**config.mk**
```make
export PLATFORM = sky130hd
export DESIGN_NAME = service_entry_descriptor_walker_top
export DESIGN_NICKNAME = d
export VERILOG_FILES = /design/src/rtl/core/sedw_pkg.sv /design/src/rtl/core/sedw_parser.sv /design/src/rtl/core/sedw_out_skid.sv /design/src/rtl/core/service_entry_descriptor_walker_top.sv
export SDC_FILE = /design/constraint.sdc
export NUM_CORES = 1
export LEC_CHECK = 0
export BUFFER_PORTS_ARGS = -buffer_cell sky130_fd_sc_hd__buf_4
export CAP_MARGIN = 20
export CELL_PAD_IN_SITES_DETAIL_PLACEMENT = 0
export CELL_PAD_IN_SITES_GLOBAL_PLACEMENT = 2
export CORE_ASPECT_RATIO = 0.8
export CORE_UTILIZATION = 42
export DETAILED_ROUTE_END_ITERATION = 10
export GPL_TIMING_DRIVEN = 0
export PLACE_DENSITY_LB_ADDON = 0.1
export SLEW_MARGIN = 0
export SYNTH_ARGS = -nofsm -noshare
export SYNTH_HDL_FRONTEND = slang
export SYNTH_HIERARCHICAL = 1
export SYNTH_SLANG_ARGS = --single-unit
```
**constraint.sdc**
```tcl
create_clock -name clk -period 16.1 [get_ports clk]
set_input_delay 0.805 -clock clk [delete_from_list [all_inputs] [get_ports clk]]
set_output_delay 0.805 -clock clk [all_outputs]
set_load 0.03 [all_outputs]
```
**src/rtl/core/sedw_pkg.sv**
```systemverilog
// shared types and codes for the service entry descriptor walker
`timescale 1ns / 1ps
`default_nettype none

package sedw_pkg;

  // result kinds
  localparam logic [1:0] KIND_HEADER  = 2'd0;
  localparam logic [1:0] KIND_DESC    = 2'd1;
  localparam logic [1:0] KIND_END     = 2'd2;
  localparam logic [1:0] KIND_OVERRUN = 2'd3;

  // tag classes
  localparam logic [1:0] CLASS_UNKNOWN = 2'd0;
  localparam logic [1:0] CLASS_FIRST   = 2'd1;
  localparam logic [1:0] CLASS_SECOND  = 2'd2;

  // register word index in the configuration space
  localparam logic REG_KNOWN_TAG_FIRST  = 1'b0;
  localparam logic REG_KNOWN_TAG_SECOND = 1'b1;

  localparam int unsigned CFG_ADDR_W = 3;

  localparam logic [7:0] KNOWN_TAG_FIRST_RST  = 8'd72;
  localparam logic [7:0] KNOWN_TAG_SECOND_RST = 8'd207;

  typedef struct packed {
    logic [7:0] data_byte;
    logic       entry_start;
  } in_item_t;

  typedef struct packed {
    logic [1:0]  result_kind;
    logic [15:0] service_id;
    logic        eit_schedule;
    logic        eit_present_following;
    logic [2:0]  running_status;
    logic        free_ca_mode;
    logic [11:0] loop_length;
    logic [7:0]  descriptor_tag;
    logic [7:0]  descriptor_length;
    logic [11:0] descriptor_offset;
    logic [1:0]  tag_class;
    logic        last;
  } out_item_t;

endpackage

`default_nettype wire

```
**src/rtl/core/sedw_parser.sv**
```systemverilog
// byte-wise parser state: header capture and descriptor loop walk
`timescale 1ns / 1ps
`default_nettype none

module sedw_parser
  import sedw_pkg::*;
(
  input  wire logic       clk,
  input  wire logic       rst_n,
  input  wire logic       take,
  input  wire in_item_t   item,
  input  wire logic [7:0] known_tag_first,
  input  wire logic [7:0] known_tag_second,
  output logic            res_valid,
  output out_item_t       res
);

  localparam logic [2:0] PH_IDLE   = 3'd0;
  localparam logic [2:0] PH_HEADER = 3'd1;
  localparam logic [2:0] PH_TAG    = 3'd2;
  localparam logic [2:0] PH_LEN    = 3'd3;
  localparam logic [2:0] PH_BODY   = 3'd4;

  logic [2:0]  phase_r, phase_nxt;
  logic [2:0]  hidx_r, hidx_nxt;
  logic [15:0] sid_r, sid_nxt;
  logic [5:0]  flags_r, flags_nxt;
  logic [11:0] loop_rem_r, loop_rem_nxt;
  logic [7:0]  body_rem_r, body_rem_nxt;
  logic [11:0] loop_off_r, loop_off_nxt;
  logic [7:0]  tag_r, tag_nxt;

  logic [2:0]  ph_cur;
  logic [2:0]  hidx_cur;
  logic [7:0]  b;
  logic [11:0] need;
  logic [11:0] total;
  logic [11:0] rem_after;
  logic [11:0] off_after;
  logic [7:0]  body_dec;
  logic [1:0]  cls;
  logic        ok;
  out_item_t   r;

  assign b         = item.data_byte;
  assign ph_cur    = item.entry_start ? PH_HEADER : phase_r;
  assign hidx_cur  = item.entry_start ? 3'd0 : hidx_r;
  assign need      = {4'd0, b} + 12'd2;
  assign total     = loop_off_r + loop_rem_r;
  assign rem_after = loop_rem_r - need;
  assign off_after = loop_off_r + need;
  assign body_dec  = (body_rem_r != 8'd0) ? body_rem_r - 8'd1 : body_rem_r;

  // first register wins when both match
  always_comb begin
    priority if (tag_r == known_tag_first) begin
      cls = CLASS_FIRST;
    end else if (tag_r == known_tag_second) begin
      cls = CLASS_SECOND;
    end else begin
      cls = CLASS_UNKNOWN;
    end
  end

  always_comb begin
    phase_nxt    = ph_cur;
    hidx_nxt     = hidx_cur;
    sid_nxt      = sid_r;
    flags_nxt    = flags_r;
    loop_rem_nxt = loop_rem_r;
    body_rem_nxt = body_rem_r;
    loop_off_nxt = loop_off_r;
    tag_nxt      = tag_r;
    ok           = 1'b0;

    r.result_kind           = KIND_HEADER;
    r.service_id            = sid_r;
    r.eit_schedule          = flags_r[5];
    r.eit_present_following = flags_r[4];
    r.running_status        = flags_r[3:1];
    r.free_ca_mode          = flags_r[0];
    r.loop_length           = 12'd0;
    r.descriptor_tag        = 8'd0;
    r.descriptor_length     = 8'd0;
    r.descriptor_offset     = 12'd0;
    r.tag_class             = CLASS_UNKNOWN;
    r.last                  = 1'b0;

    unique case (ph_cur)
      PH_HEADER: begin
        unique case (hidx_cur)
          3'd0: begin
            sid_nxt  = {b, 8'd0};
            hidx_nxt = 3'd1;
          end
          3'd1: begin
            sid_nxt  = {sid_r[15:8], b};
            hidx_nxt = 3'd2;
          end
          3'd2: begin
            flags_nxt = {b[1], b[0], 4'd0};
            hidx_nxt  = 3'd3;
          end
          3'd3: begin
            flags_nxt    = {flags_r[5:4], b[7:5], b[4]};
            loop_rem_nxt = {b[3:0], 8'd0};
            hidx_nxt     = 3'd4;
          end
          default: begin
            loop_rem_nxt  = {loop_rem_r[11:8], b};
            loop_off_nxt  = 12'd0;
            hidx_nxt      = 3'd0;
            ok            = 1'b1;
            r.loop_length = {loop_rem_r[11:8], b};
            if ({loop_rem_r[11:8], b} == 12'd0) begin
              phase_nxt = PH_IDLE;
              r.last    = 1'b1;
            end else begin
              phase_nxt = PH_TAG;
            end
          end
        endcase
      end
      PH_TAG: begin
        tag_nxt   = b;
        phase_nxt = PH_LEN;
      end
      PH_LEN: begin
        ok                  = 1'b1;
        r.loop_length       = total;
        r.descriptor_tag    = tag_r;
        r.descriptor_length = b;
        r.descriptor_offset = loop_off_r;
        r.tag_class         = cls;
        if (need > loop_rem_r) begin
          // descriptor runs past the loop
          phase_nxt     = PH_IDLE;
          r.result_kind = KIND_OVERRUN;
          r.last        = 1'b1;
        end else begin
          loop_rem_nxt  = rem_after;
          loop_off_nxt  = off_after;
          body_rem_nxt  = b;
          r.result_kind = KIND_DESC;
          r.last        = (b == 8'd0) && (rem_after == 12'd0);
          if (b != 8'd0) begin
            phase_nxt = PH_BODY;
          end else if (rem_after == 12'd0) begin
            phase_nxt = PH_IDLE;
          end else begin
            phase_nxt = PH_TAG;
          end
        end
      end
      PH_BODY: begin
        body_rem_nxt = body_dec;
        if (body_dec == 8'd0) begin
          if (loop_rem_r == 12'd0) begin
            phase_nxt           = PH_IDLE;
            ok                  = 1'b1;
            r.result_kind       = KIND_END;
            r.loop_length       = loop_off_r;
            r.descriptor_offset = loop_off_r;
            r.last              = 1'b1;
          end else begin
            phase_nxt = PH_TAG;
          end
        end
      end
      default: begin
        // idle or unused code: byte dropped
        phase_nxt = PH_IDLE;
      end
    endcase
  end

  assign res_valid = take & ok;
  assign res       = r;

  always_ff @(posedge clk) begin
    if (!rst_n) begin
      phase_r    <= PH_IDLE;
      hidx_r     <= 3'd0;
      sid_r      <= 16'd0;
      flags_r    <= 6'd0;
      loop_rem_r <= 12'd0;
      body_rem_r <= 8'd0;
      loop_off_r <= 12'd0;
      tag_r      <= 8'd0;
    end else if (take) begin
      phase_r    <= phase_nxt;
      hidx_r     <= hidx_nxt;
      sid_r      <= sid_nxt;
      flags_r    <= flags_nxt;
      loop_rem_r <= loop_rem_nxt;
      body_rem_r <= body_rem_nxt;
      loop_off_r <= loop_off_nxt;
      tag_r      <= tag_nxt;
    end
  end

endmodule

`default_nettype wire

```
**src/rtl/core/sedw_out_skid.sv**
```systemverilog
// result register with a skid entry
`timescale 1ns / 1ps
`default_nettype none

module sedw_out_skid
  import sedw_pkg::*;
(
  input  wire logic      clk,
  input  wire logic      rst_n,
  input  wire logic      push,
  input  wire out_item_t push_data,
  output logic           full,
  output logic           out_valid,
  input  wire logic      out_stall,
  output out_item_t      out_data
);

  logic      main_v_r, main_v_nxt;
  logic      skid_v_r, skid_v_nxt;
  out_item_t main_r;
  out_item_t skid_r;
  logic      main_take;

  assign main_take = main_v_r & ~out_stall;
  assign full      = skid_v_r;
  assign out_valid = main_v_r;
  assign out_data  = main_r;

  always_comb begin
    main_v_nxt = main_v_r;
    skid_v_nxt = skid_v_r;
    if (skid_v_r) begin
      if (main_take) begin
        skid_v_nxt = 1'b0;
      end
    end else if (push) begin
      if (!main_v_r || main_take) begin
        main_v_nxt = 1'b1;
      end else begin
        skid_v_nxt = 1'b1;
      end
    end else if (main_take) begin
      main_v_nxt = 1'b0;
    end
  end

  always_ff @(posedge clk) begin
    if (!rst_n) begin
      main_v_r <= 1'b0;
      skid_v_r <= 1'b0;
    end else begin
      main_v_r <= main_v_nxt;
      skid_v_r <= skid_v_nxt;
    end
  end

  always_ff @(posedge clk) begin
    if (skid_v_r) begin
      if (main_take) begin
        main_r <= skid_r;
      end
    end else if (push) begin
      if (!main_v_r || main_take) begin
        main_r <= push_data;
      end else begin
        skid_r <= push_data;
      end
    end
  end

endmodule

`default_nettype wire

```
**src/rtl/core/service_entry_descriptor_walker_top.sv**
```systemverilog
// top level of the service entry descriptor walker
`timescale 1ns / 1ps
`default_nettype none

// channel   direction  handshake                   payload
// in_       input      in_valid/in_stall           in_data  (data_byte, entry_start)
// out_      output     out_valid/out_stall         out_data (header/descriptor/end/overrun)
// cfg_      input      cfg_psel/cfg_penable/pready cfg_paddr/cfg_pwdata/cfg_prdata
//
// one byte is taken per cycle while in_stall is low; an accepted byte's result, if any, is
// written at that edge into the result register that drives out_, or into the skid entry
// a skid entry behind the result register holds one more result while the output
// is stalled, so input keeps flowing until a second result is waiting
// in_stall rises only once both entries hold results
// rst_n is synchronous and active low: parser idle, tag registers 72 and 207
// bytes without entry_start while idle are dropped without a result

module service_entry_descriptor_walker_top
  import sedw_pkg::*;
(
  input  wire logic                  clk,
  input  wire logic                  rst_n,
  // byte stream in
  input  wire logic                  in_valid,
  output logic                       in_stall,
  input  wire in_item_t              in_data,
  // results out
  output logic                       out_valid,
  input  wire logic                  out_stall,
  output out_item_t                  out_data,
  // configuration
  input  wire logic                  cfg_psel,
  input  wire logic                  cfg_penable,
  input  wire logic                  cfg_pwrite,
  input  wire logic [CFG_ADDR_W-1:0] cfg_paddr,
  input  wire logic [31:0]           cfg_pwdata,
  output logic [31:0]                cfg_prdata,
  output logic                       cfg_pready
);

  logic [7:0] known_tag_first_r;
  logic [7:0] known_tag_second_r;
  logic       cfg_wr;
  logic       take;
  logic       res_valid;
  out_item_t  res;
  logic       full;

  // register file: word index from cfg_paddr[2], byte lanes below are ignored
  assign cfg_pready = 1'b1;
  assign cfg_wr     = cfg_psel & cfg_penable & cfg_pwrite & cfg_pready;

  always_ff @(posedge clk) begin
    if (!rst_n) begin
      known_tag_first_r  <= KNOWN_TAG_FIRST_RST;
      known_tag_second_r <= KNOWN_TAG_SECOND_RST;
    end else if (cfg_wr) begin
      unique case (cfg_paddr[2])
        REG_KNOWN_TAG_FIRST:  known_tag_first_r  <= cfg_pwdata[7:0];
        REG_KNOWN_TAG_SECOND: known_tag_second_r <= cfg_pwdata[7:0];
        default: ;
      endcase
    end
  end

  always_comb begin
    unique case (cfg_paddr[2])
      REG_KNOWN_TAG_FIRST:  cfg_prdata = {24'd0, known_tag_first_r};
      REG_KNOWN_TAG_SECOND: cfg_prdata = {24'd0, known_tag_second_r};
      default:              cfg_prdata = 32'd0;
    endcase
  end

  // a byte transfer goes through as long as the skid entry is free
  assign in_stall = full;
  assign take     = in_valid & ~full;

  sedw_parser u_parser (
    .clk              (clk),
    .rst_n            (rst_n),
    .take             (take),
    .item             (in_data),
    .known_tag_first  (known_tag_first_r),
    .known_tag_second (known_tag_second_r),
    .res_valid        (res_valid),
    .res              (res)
  );

  sedw_out_skid u_out (
    .clk       (clk),
    .rst_n     (rst_n),
    .push      (res_valid),
    .push_data (res),
    .full      (full),
    .out_valid (out_valid),
    .out_stall (out_stall),
    .out_data  (out_data)
  );

endmodule

`default_nettype wire
```
Word-level counts from Yosys, hierarchy flattened

Index checks and enable logic that the tools add are counted.

Bits in registers: 220
Bits of input ports: 51
Output and inout port bits: 102

Reduce and logical (&&, ||, !) cells: 34
Mux-type cells: 56
Bitwise logic cells: 11
Magnitude comparators: 1
Equality and inequality tests: 15
$add $sub $neg: 5

Operators by type and width:

| operator             | number |
|---|---|
| $mux W67             | 4 |
| $pmux W12 S2         | 4 |
| $mux W12             | 6 |
| $pmux W32 S2         | 1 |
| $logic_not A12 Y1    | 3 |
| $pmux W12 S3         | 1 |
| $pmux W16 S2         | 1 |
| $add A12 B12 Y12     | 2 |
| $pmux W3 S4          | 2 |
| $mux W3              | 7 |
| $mux W2              | 9 |
| $reduce_and A3 Y1    | 6 |
| $eq A8 B8 Y1         | 2 |
| $logic_not A8 Y1     | 2 |
| $mux W16             | 1 |
| $mux W8              | 2 |
| $pmux W8 S2          | 1 |
| $reduce_and A4 Y1    | 4 |
| $reduce_bool A8 Y1   | 2 |
| $reduce_bool A2 Y1   | 7 |
| $mux W1              | 13 |
| $eq A3 B2 Y1 const B | 4 |
| $gt A12 B12 Y1       | 1 |
| $pmux W6 S2          | 1 |
| 19 further kinds     | 36 |

Longest topological paths before layout

Gate-level depths: netlist of the first run.

Depth in word-level cells: 9
Depth in mapped cells: 15
Mapped depth without buffers: 14

Cells and area by module

Netlist of the first run, hierarchy kept.

Modules (own cells, without submodules):

| module                              | instances | cells each | area each (µm²) |
|---|---|---|---|
| sedw_parser                         | 1         | 705        | 5377.7 |
| sedw_out_skid                       | 1         | 222        | 5283.8 |
| service_entry_descriptor_walker_top | 1         | 105        | 994.7 |

Least setup slack after synthesis of the first run

OpenSTA, ideal clock, no wires.

Path kind: in2reg
From: input in_data[0] (netlist name)
To: register u_out.main_r, in the netlist u_out/out_data[0], enable pin
Data required time: 15.590 ns
Setup slack: 10.450 ns
Buffers on the path: 1
Library setup time: 0.510 ns
Cell stages on the path: 6
Data arrival time: 5.140 ns
Cells stage by stage: or4b_1 -> nor3_4 -> buf_4 -> o21a_1 -> nand2b_2 -> a21boi_1

Cells in the longest elaborated chain, start to end: 8
Elaborated cells between the ends (all ways): 15
Classes of those cells: eq/ne: 6; mux: 4; bitwise: 1; reduce/logical: 4

Ends and longest elaborated chain:

| item                                       | RTL line                                  | RTL |
|---|---|---|
| start: declaration                         | service_entry_descriptor_walker_top.sv:26 | `input wire in_item_t in_data,` |
| $mux W3                                    | sedw_parser.sv:47                         | `assign hidx_cur = item.entry_start ? 3'd0 : hidx_r;` |
| $eq A3 B2 Y1, or another cell as far along | sedw_parser.sv:91                         | `unique case (hidx_cur)` |
| $reduce_or A4 Y1 (no line)                 | -                                         |  |
| $mux W1                                    | sedw_parser.sv:91                         |  |
| $pmux W1 S3 (*)                            | sedw_parser.sv:89                         | `unique case (ph_cur)` |
| $and A1 B1 Y1 (*)                          | sedw_parser.sv:177                        | `assign res_valid = take & ok;` |
| named net res_valid                        | service_entry_descriptor_walker_top.sv:45 | `logic res_valid;` |
| $reduce_bool A2 Y1 (no line) (*)           | -                                         |  |
| $reduce_and A3 Y1 (no line) (*)            | -                                         |  |
| end signal: assignment                     | sedw_out_skid.sv:60                       | `main_r <= skid_r;` |
| end signal: assignment                     | sedw_out_skid.sv:64                       | `main_r <= push_data;` |
| end: declaration                           | sedw_out_skid.sv:20                       | `out_item_t main_r;` |

The timed path passes the listed nets; every way through them passes the cells marked *.
A chain may end at the register's enable or synchronous reset.

==> flow_metrics.py, run 1 <==
metrics = {
    "synth": {
        "synth_area_leaders": "edfxtp_1 35%, dfxtp_1 15%, mux2_4 8.8%",
        "synthXorXnorAreaFrac": 0.0338,
        "synth_top_area_frac": 0.345,
        "async_flop_share": 0,
        "ys_warn_count": 6,
        "netlist_area_um2": 11700,
        "synthSimpleGateAreaFrac": 0.143,
        "synth.distinct_cells": 77,
        "yosysSeqAreaShare": 0.493,
        "synthAdderAreaFrac": 0.0395,
        "avgSynthCellArea_um2": 11.3,
        "synth_edf_count": 134,
        "synth_compound_area_frac": 0.108,
        "ys_seq_elements": 220,
        "yosys.area.top_type": "edfxtp_1",
        "synth_ff_type": "edfxtp_1",
        "synth_top_family_by_area": "simple AND/OR/NAND/NOR gates",
        "synthCells": 1032,
        "synthMuxAreaShare": 0.124,
    },
    "critical_path": {
        "worstSetupEndpointType": "flop",
        "cpPeakStageDelay_ns": 0.74,
        "startpoint_type": "input pin",
        "path_max_fanout": 10,
        "reg2reg_from": "u_parser/body_rem_r[0]$_SDFFE_PN0P_",
        "timing.critical_path.buf_inv": 3,
        "timing.rr.end": "u_out/out_data[7]$_DFFE_PP_",
        "slowest_stage": "clkbuf_1",
        "path_delay_family": "compound AO/OA/AOI/OAI gates",
        "r2r_slack_ns": 12.06,
        "reg2reg_depth": 13,
        "path_class": "input pin to flop",
        "cp.required_ns": 16.47,
        "path_cells": "buf_4 -> clkbuf_1 -> nand3_1 -> nor2_1 -> xor2_1 -> inv_1 -> ha_1 -> a21o_1 -> a211oi_2 -> mux2i_1 -> a211oi_1 -> a2111oi_0 -> and4_1 -> a31o_1 -> mux2_4",
        "cp.arrival_ns": 4.85,
    },
    "power": {
        "power.leakage_nw": 5.37,
        "p_total_mw": 1.28,
        "p_per_area_nw_per_um2": 91.9,
        "vdd_drop_max_v": 0.0000863,
    },
    "detailed_routing": {
        "ant_nets": 0,
        "vias": 8211,
        "wl_mm": 29.7,
        "routedWlPerCell_um": 19.0,
        "drc": 2,
        "vias_per_cell": 5.24,
        "initialDrtViolationCount": 506,
        "drtPass1Iterations": 8,
    },
    "sta": {
        "finalClockSkew_ns": 0.0175,
        "hold_ws_ns": 0.456,
        "finalCritPeriodShare": 0.278,
        "fin_setup_tns_ns": 0,
        "setup_viol": 0,
        "worstMarginPinSlew_ns": 1.01,
        "slew_headroom": 0.327,
        "slew_viol_final": 0,
        "clock.fmax_mhz": 223,
        "min_period_ns": 4.47,
        "rsz0062_at_grt": "false",
        "finalHoldViolCount": 0,
    },
    "placed_design": {
        "dp.cells": 1524,
        "placed_area_um2": 13100,
        "dp_hpwl_mm": 21.6,
        "portBuffers": 101,
        "place.gp.congestion": 0.899,
    },
    "cts": {
        "htree_levels": 1,
        "clock_path_buffers": 3,
        "cts_tree": "built",
        "cts_buffers": 23,
        "hold_buffers": 0,
        "clk_pin_slew_ns": 0.06,
        "post_cts_resized": 0,
        "clockRootBuffer": "clkbuf_16",
        "clock_latency_ns": 0.52,
        "post-cts-setup-buffer-count": 0,
        "clock-sinks": 220,
    },
    "final_layout": {
        "fillerInstances": 2491,
        "final_common_cell": "edfxtp_1",
        "syn2layout_area_growth_pct": 19.3,
        "final_cell_mix": "134 x edfxtp_1, 130 x buf_4, 86 x dfxtp_1",
        "fin_area_um2": 13900,
        "fin_cells": 1566,
        "num_antenna_cells": 0,
        "layout.nets": 1271,
        "layout-drive-gt1-share": 0.240,
    },
    "floorplan": {
        "die_x_um": 188,
        "rows": 54,
        "start_util": 0.427,
        "die_h_um": 151,
        "io_pins": 153,
        "core_area_um2": 27300,
        "dieArea_um2": 28400,
    },
    "global_route": {
        "grt_overflow": 0,
        "grt.total_usage": 0.208,
        "antenna_found_initial": 0,
        "grt_pass1_vias": 7525,
        "grt_pass1_wl_mm": 45.0,
        "grt_max_degree": 30,
    },
    "outcome": {
        "violations": "design-rule violations",
        "outcome": "finished with violations",
    },
    "hold_path": {
        "hold_path_depth": 0,
        "hp-class": "flop to flop",
        "hp-start": "u_parser/flags_r[4]$_SDFFE_PN0P_",
        "whs_endpoint": "u_out/skid_r[47]$_DFFE_PP_",
    },
    "job": {
        "cap_violations": 0,
    },
}
==> stage by stage <==
stage               setup WS, ns   util
floorplan                  10.45      -
global placement            8.60  0.475
detailed placement         11.24  0.479
CTS                        11.76  0.509
global route               11.43  0.509
finish                     11.63  0.509
==> synthesized netlist by cell type (all sizes together), types with 5 or more instances <==
library cell and instances:
nand2 83, dfxtp 86, mux2 77, nor3 15, o211ai 5, o21a 11, o31ai 10, a21oi 42
a221o 5, a21boi 8, inv 26, and2 19, a22oi 10, nor2 75, ha 32, nand2b 9
mux2i 32, nor4 9, xnor2 34, a21o 8, nor2b 32, edfxtp 134, xor2 11, nand4 9
nand3 38, buf 48, a31oi 7, and3 5, clkbuf 36, o21ai 44, a211oi 12
==> logic make-up (layout without fill, tap and decap cells) <==
group	after synthesis	count (layout)
AO/OA/AOI/OAI	188	188
flip-flops	220	220
other	2	25
XOR/XNOR	45	45
multiplexers	109	109
AND/OR/NAND/NOR	323	323
adder cells (fa/ha/maj)	35	35
buffers and inverters	110	257
==> final cells by class <==
cell class | count | area, µm² | area share
flip-flops and latches | 220 | 5750 | 0.413
clock inverters | 12 | 203 | 0.0146
inverters | 26 | 97.6 | 0.00702
plain buffers | 84 | 593 | 0.0427
clock buffers | 30 | 632 | 0.0454
repair buffers | 105 | 853 | 0.0614
well taps | 364 | 455 | 0.0328
multi-input cells | 725 | 5330 | 0.383
==> flip-flops by register name (all words and copies together), names as in the netlist <==
name and count:
u_parser/loop_rem_r 12, known_tag_first_r 8, u_parser/hidx_r 3, u_parser/loop_off_r 12, u_out/out_valid 1, u_out/skid_r 67
u_parser/phase_r 3, u_out/full 1, u_parser/tag_r 8, u_parser/body_rem_r 8, known_tag_second_r 8, u_parser/flags_r 6
u_parser/sid_r 16, u_out/out_data 67
==> layer usage <==
layer,routed length (µm),vias up,GRT usage
li1,-,4029,-
met1,15000,3919,0.318
met2,12800,230,0.312
met3,1400,33,0.0227
met4,578,0,0.0484
met5,0,-,0
==> how the worst max path moves through the flow <==
stage / from / slack (ns) / cells after the start / end
after floorplan: in_data[0] / 10.45 / 6 / u_out/out_data[0]$_DFFE_PP_
after global placement: u_parser/body_rem_r[0]$_SDFFE_PN0P_ / 8.60 / 11 / u_out/out_data[9]$_DFFE_PP_
after detailed placement: in_data[6] / 11.24 / 15 / u_out/out_data[0]$_DFFE_PP_
after CTS: in_data[6] / 11.76 / 15 / u_out/out_data[0]$_DFFE_PP_
after global routing: in_data[6] / 11.43 / 15 / u_out/out_data[0]$_DFFE_PP_
final: in_data[6] / 11.63 / 15 / u_out/out_data[0]$_DFFE_PP_
==> report_power, final <==
group          switching [mW]  internal, mW  leakage [nW]
Sequential            0.00372         0.598          1.95
Clock                   0.225         0.359         0.406
Combinational          0.0583        0.0344          3.02
Note: power is estimated with default switching activity, not from simulation.
==> run 2: changes to the inputs <==
--- a/config.mk
+++ b/config.mk
@@ -5,12 +5,13 @@
 export SDC_FILE = /design/constraint.sdc
 export NUM_CORES = 1
 export LEC_CHECK = 0
+export ABC_AREA = 1
 export BUFFER_PORTS_ARGS = -buffer_cell sky130_fd_sc_hd__buf_4
 export CAP_MARGIN = 20
 export CELL_PAD_IN_SITES_DETAIL_PLACEMENT = 0
 export CELL_PAD_IN_SITES_GLOBAL_PLACEMENT = 2
 export CORE_ASPECT_RATIO = 0.8
-export CORE_UTILIZATION = 42
+export CORE_UTILIZATION = 31
 export DETAILED_ROUTE_END_ITERATION = 10
 export GPL_TIMING_DRIVEN = 0
 export PLACE_DENSITY_LB_ADDON = 0.1
==> constraint.sdc (replaced) <==
create_clock -name clk -period 3.6 [get_ports clk]
set_input_delay 0.18 -clock clk [delete_from_list [all_inputs] [get_ports clk]]
set_output_delay 0.18 -clock clk [all_outputs]
set_load 0.03 [all_outputs]
==> run 2 against run 1 <==
  * The run now ends clean
  * First-iteration DRC count shrank 2.8%
  * Sequential share of layout area is 0.38 points lower
  * Sequential cell count did not move
  * Routed wire length rose by 21%
  * Worst setup slack got worse by 11 ns
  * Die area grew 34%
  * Non-clock buffer count fell by 6
  * Hold slack worse by 0.42 ns
  * Clock power grew to 4.6 times the previous value
  * Global-route usage fell by 1.8 points
  * Combinational power increased to 6.8 times the previous value
  * Clock skew fell by 0.0034 ns
  * Critical path type unchanged
  * Largest power group unchanged
==> flow_metrics.py, run 2 <==
metrics = {
    "synth": {
        "synth_ff_type": "edfxtp_1",
        "ys_seq_elements": 220,
        "yosysSeqAreaShare": 0.498,
        "synthCells": 1398,
        "ys_warn_count": 6,
        "synth_edf_count": 134,
        "synth_area_leaders": "edfxtp_1 35%, dfxtp_1 15%, nand2_1 14%",
        "synth.most_common_cell": "nand2_1",
        "synth_common_cells": "433 x nand2_1, 135 x inv_1, 134 x edfxtp_1, 127 x nor2_1, 86 x dfxtp_1",
        "avgSynthCellArea_um2": 8.25,
        "netlist_area_um2": 11500,
        "synth.distinct_cells": 56,
        "async_flop_share": 0,
        "synth_top_area_frac": 0.349,
        "yosys.area.top_type": "edfxtp_1",
    },
    "placed_design": {
        "place.gp.congestion": 0.833,
        "portBuffers": 96,
        "dp_hpwl_mm": 26.9,
    },
    "sta": {
        "finalHoldViolCount": 0,
        "finalClockSkew_ns": 0.0141,
        "worstMarginPinSlew_ns": 1.01,
        "min_period_ns": 3.33,
        "fin_setup_tns_ns": 0,
        "clock.fmax_mhz": 300,
        "slew_headroom": 0.330,
        "setup_viol": 0,
        "rsz0062_at_grt": "true",
        "slew_viol_final": 0,
        "finalCritPeriodShare": 0.924,
    },
    "global_route": {
        "grt_max_degree": 68,
        "antenna_found_initial": 0,
        "grt_pass1_vias": 9248,
        "grt_overflow": 0,
        "grt_pass1_wl_mm": 54.9,
        "grt.total_usage": 0.189,
    },
    "cts": {
        "cts_buffers": 26,
        "clk_pin_slew_ns": 0.06,
        "cts_tree": "built",
        "clock-sinks": 220,
        "htree_levels": 1,
        "clock_latency_ns": 0.55,
        "clockRootBuffer": "clkbuf_16",
        "clock_path_buffers": 3,
    },
    "final_layout": {
        "layout.nets": 1647,
        "final_util": 0.387,
        "final_cell_mix": "433 x nand2_1, 134 x edfxtp_1, 133 x inv_1",
        "num_antenna_cells": 0,
        "layout-drive-gt1-share": 0.153,
        "fillerInstances": 3758,
        "syn2layout_area_growth_pct": 21.7,
        "final_common_cell": "nand2_1",
    },
    "critical_path": {
        "startpoint_type": "input pin",
        "worstSetupEndpointType": "flop",
        "cp.required_ns": 4.03,
        "path_class": "input pin to flop",
        "path_max_fanout": 10,
        "cp.arrival_ns": 3.75,
    },
    "power": {
        "vdd_drop_max_v": 0.000323,
        "p_switching_mw": 1.58,
        "p_sw_frac": 0.261,
        "p_clk_frac": 0.445,
        "pwr-share-seq": 0.450,
        "power.leakage_nw": 6.01,
        "pwr-share-comb": 0.104,
        "p_per_area_nw_per_um2": 432,
        "p_int_mw": 4.48,
    },
    "detailed_routing": {
        "initialDrtViolationCount": 492,
        "routedWlPerCell_um": 17.4,
        "drtPass1Iterations": 5,
        "vias": 9610,
        "ant_nets": 0,
        "vias_per_cell": 4.66,
        "drc": 0,
        "wl_mm": 35.8,
    },
    "job": {
        "cap_violations": 0,
    },
    "floorplan": {
        "die_x_um": 218,
        "dieArea_um2": 38000,
        "start_util": 0.318,
        "io_pins": 153,
        "core_area_um2": 36200,
        "rows": 62,
        "die_h_um": 175,
    },
    "outcome": {
        "outcome": "complete, no violations",
    },
    "hold_path": {
        "hp-class": "input pin to flop",
    },
}
run 2: cell count changes after synthesis, sizes merged, moves of 32 or more:
cell / change
a21oi: +42
inv: +120
mux2: -77
mux2i: -32
nand2: +351
nand3: +45
nor2: +63
nor2b: -32
run 2: timing repair:
action	CTS	global route
hold endpoints to repair	18	0
gates resized for setup	1	7
setup buffers	1	0
hold buffers	13	0
setup endpoints to repair	115	124
pin swaps	1	0
run 2: worst paths after layout:
path                                       startpoint                                  end  slack (ns)  cells after the start
setup reg to reg  u_parser/body_rem_r[5]$_SDFFE_PN0P_          u_out/out_data[5]$_DFFE_PP_        0.27                     16
hold reg to reg       u_parser/sid_r[13]$_SDFFE_PN0P_           u_out/skid_r[62]$_DFFE_PP_        0.46                      0
hold / removal                             in_data[2]       u_parser/sid_r[1]$_SDFFE_PN0P_        0.03                      3
setup / recovery                           in_data[2]  u_parser/loop_off_r[3]$_SDFFE_PN0P_        0.27                     21
run 2: metrics by stage:
| step | hold WS (ns) | instance area, µm² | instances | power, mW | worst slack, ns |
|---|---|---|---|---|---|
| 4_1_cts | 0.0202 | 14000 | 2061 | 6.14 | 0.0270 |
| 3_3_place_gp | 0.404 | 12900 | 1997 | 3.41 | -1.36 |
| 3_5_place_dp | 0.411 | 13000 | 1999 | 3.41 | -0.548 |
| 2_1_floorplan | 0.278 | 11600 | 1421 | 3.20 | 0.00956 |
| 6_report | 0.0345 | 14000 | 2061 | 6.07 | 0.272 |
| 5_1_grt | 0.0441 | 14000 | 2061 | 6.31 | -0.00410 |
run 2: routing by layer:
layer  GRT usage  vias up  share of wire
li1            -     4900              -
met2       0.281      182           0.42
met5           0        -              0
met3      0.0250       41          0.041
met1       0.289     4487           0.52
met4      0.0405        0          0.017
run 2: power groups by stage:
| stage | sequential (mW) | combinational, mW | clock, mW |
|---|---|---|---|
| after floorplan | 2.78 | 0.414 | 0 |
| after global placement | 2.79 | 0.622 | 0 |
| after detailed placement | 2.78 | 0.621 | 0 |
| after CTS | 2.73 | 0.634 | 2.77 |
| after global routing | 2.73 | 0.706 | 2.87 |
| final | 2.73 | 0.634 | 2.70 |
run 2: kinds of logic (layout without fill, tap and decap cells):
kind of cell	Yosys count	in the layout	share of synthesized area
AND/OR/NAND/NOR	696	696	0.254
flip-flops	220	220	0.498
buffers and inverters	218	378	0.0876
AO/OA/AOI/OAI	207	207	0.104
adder cells (fa/ha/maj)	35	35	0.0399
XOR/XNOR	20	20	0.0152
other	2	25	0.000651
run 2: final cells by class:
cell class,count,area [µm²],area share
Clock inverter,16,153,0.0109
Tap cell,480,601,0.0428
Sequential cell,220,5750,0.409
Clock buffer,32,726,0.0517
Multi-Input combinational cell,983,4880,0.348
Buffer,71,457,0.0325
Inverter,147,567,0.0404
Timing Repair Buffer,112,906,0.0646
run 2: worst max-delay path, cell delays in order:
cell     delay (ns)
buf_4          0.22
inv_1          0.35
nor3_1         0.36
nand2_1        0.11
nor2_1         0.13
inv_1          0.07
nor2_1         0.08
inv_1          0.06
nor2_1         0.17
inv_1          0.09
ha_1           0.39
inv_1          0.08
nor2_1         0.17
nand3_1        0.18
nand4_2        0.16
nand2_2        0.11
nor2_4         0.28
inv_1          0.17
buf_4          0.20
o21ai_0        0.14
a21oi_1        0.05
==> run 3: changes to the inputs <==
--- a/config.mk
+++ b/config.mk
@@ -5,13 +5,14 @@
 export SDC_FILE = /design/constraint.sdc
 export NUM_CORES = 1
 export LEC_CHECK = 0
-export ABC_AREA = 1
+export ABC_AREA = 0
 export BUFFER_PORTS_ARGS = -buffer_cell sky130_fd_sc_hd__buf_4
 export CAP_MARGIN = 20
 export CELL_PAD_IN_SITES_DETAIL_PLACEMENT = 0
 export CELL_PAD_IN_SITES_GLOBAL_PLACEMENT = 2
 export CORE_ASPECT_RATIO = 0.8
-export CORE_UTILIZATION = 31
+export CORE_MARGIN = 1
+export CORE_UTILIZATION = 35
 export DETAILED_ROUTE_END_ITERATION = 10
 export GPL_TIMING_DRIVEN = 0
 export PLACE_DENSITY_LB_ADDON = 0.1
==> run 3 against run 2 <==
  * Combinational power shrank 32%
  * Sequential share of layout area shrank 0.16 points
  * First-iteration DRC count shrank 15%
  * Routed wire length shrank 11%
  * Worst setup slack lost 0.14 ns
  * Fmax shrank 4.1%
  * Core utilization grew 4.4 points
  * Register-to-register slack lost 0.07 ns
  * Power shrank 6.7%
  * Cell area grew 0.38%
==> flow_metrics.py, run 3 (synthesis gave the netlist of run 1 again) <==
metrics = {
    "critical_path": {
        "path_class": "input pin to flop",
        "timing.rr.end": "u_out/skid_r[10]$_DFFE_PP_",
        "worstSetupEndpointType": "flop",
        "path_max_fanout": 10,
        "cp.required_ns": 3.99,
        "reg2reg_depth": 13,
        "cp.arrival_ns": 3.86,
        "reg2reg_from": "u_parser/body_rem_r[0]$_SDFFE_PN0P_",
        "startpoint_type": "input pin",
        "r2r_slack_ns": 0.20,
    },
    "final_layout": {
        "final_cell_mix": "134 x buf_4, 134 x edfxtp_1, 86 x dfxtp_1",
        "num_antenna_cells": 0,
        "fin_area_um2": 14100,
        "fin_cells": 1643,
        "layout.nets": 1284,
        "layout-drive-gt1-share": 0.244,
        "syn2layout_area_growth_pct": 20.8,
        "final_util": 0.432,
    },
    "global_route": {
        "grt.total_usage": 0.188,
        "grt_overflow": 0,
        "grt_max_degree": 33,
        "grt_pass1_vias": 8029,
        "antenna_found_initial": 0,
        "grt_pass1_wl_mm": 48.3,
    },
    "detailed_routing": {
        "wl_mm": 31.9,
        "vias_per_cell": 5.02,
        "drc": 0,
        "initialDrtViolationCount": 417,
        "routedWlPerCell_um": 19.4,
        "drtPass1Iterations": 5,
        "vias": 8245,
        "ant_nets": 0,
    },
    "hold_path": {
        "whs_endpoint": "u_parser/phase_r[2]$_SDFFE_PN0P_",
        "hold_path_depth": 4,
        "hp-class": "input pin to flop",
        "hp-start": "in_data[0]",
    },
    "sta": {
        "setup_viol": 0,
        "finalClockSkew_ns": 0.0209,
        "finalCritPeriodShare": 0.964,
        "finalHoldViolCount": 0,
        "rsz0062_at_grt": "true",
        "fin_setup_tns_ns": 0,
        "slew_headroom": 0.332,
        "hold_ws_ns": 0.0641,
        "slew_viol_final": 0,
        "worstMarginPinSlew_ns": 0.992,
        "min_period_ns": 3.47,
        "clock.fmax_mhz": 288,
    },
    "power": {
        "p_per_area_nw_per_um2": 402,
        "vdd_drop_max_v": 0.000250,
        "power.leakage_nw": 5.44,
    },
    "cts": {
        "clockRootBuffer": "clkbuf_16",
        "clk_pin_slew_ns": 0.06,
        "clock_latency_ns": 0.53,
        "cts_tree": "built",
        "clock_path_buffers": 3,
        "htree_levels": 1,
        "cts_buffers": 25,
        "clock-sinks": 220,
    },
    "floorplan": {
        "core_area_um2": 32600,
        "dieArea_um2": 34000,
        "die_x_um": 206,
        "rows": 59,
        "io_pins": 153,
        "die_h_um": 165,
        "start_util": 0.357,
    },
    "placed_design": {
        "place.gp.congestion": 0.861,
        "portBuffers": 101,
        "dp.cells": 1587,
        "placed_area_um2": 13100,
        "dp_hpwl_mm": 23.2,
    },
    "job": {
        "cap_violations": 0,
    },
    "outcome": {
        "outcome": "complete, no violations",
    },
}
[run 3: cell type report]
type | instances | area, µm²
Buffer | 81 | 584
Timing Repair Buffer | 119 | 976
Sequential cell | 220 | 5750
Inverter | 26 | 97.6
Clock inverter | 11 | 114
Multi-Input combinational cell | 725 | 5330
Tap cell | 427 | 534
Fill cell | 3171 | 18500
Clock buffer | 34 | 709
[run 3: repair_timing]
item / in CTS / in global routing
gates resized for setup: 1 / 4
setup buffers: 2 / 2
endpoints found under the setup margin: 104 / 65
pin swaps: 2 / 1
hold buffers: 10 / 0
cloned: 0 / 0
endpoints found under the hold margin: 18 / 0
[run 3: stage by stage]
step | total power [mW] | setup WS, ns
after global placement | 3.16 | -1.12
after floorplan | 3.03 | 0.00514
after CTS | 5.75 | 0.00431
after global routing | 5.89 | -0.0104
final | 5.66 | 0.130
after detailed placement | 3.16 | -0.812
[run 3: worst max path at each step]
| stage | from | to | slack, ns | depth (start not counted) |
|---|---|---|---|---|
| after floorplan | u_parser/body_rem_r[0]$_SDFFE_PN0P_ | u_out/out_data[0]$_DFFE_PP_ | 0.005 | 11 |
| after global placement | u_parser/body_rem_r[0]$_SDFFE_PN0P_ | u_out/out_data[9]$_DFFE_PP_ | -1.12 | 11 |
| after detailed placement | in_data[6] | u_out/out_data[0]$_DFFE_PP_ | -0.81 | 15 |
| after CTS | in_data[5] | u_out/out_data[0]$_DFFE_PP_ | 0.004 | 14 |
| after global routing | in_data[8] | u_out/out_data[0]$_DFFE_PP_ | -0.01 | 13 |
| final | in_data[8] | u_out/out_data[0]$_DFFE_PP_ | 0.13 | 13 |
[run 3: where the power goes]
part	internal (mW)	total (mW)	switching [mW]
sequential	2.67	2.69	0.0165
combinational	0.162	0.428	0.266
clock	1.52	2.55	1.02
total	4.36	5.66	1.31
[run 3: routing by layer]
layer / track usage / wire, µm
met5: 0 / 0
met4: 0.0331 / 397
met3: 0.0371 / 1620
met2: 0.292 / 14100
met1: 0.273 / 15800
[run 3: critical path, stage by stage]
cell	delay (ns)
buf_4	0.08
buf_1	0.71
xor2_1	0.40
inv_1	0.09
ha_1	0.36
a21o_1	0.23
a211oi_2	0.28
mux2i_1	0.23
a211oi_1	0.08
a2111oi_0	0.49
and4_1	0.32
a31o_1	0.23
mux2_4	0.16
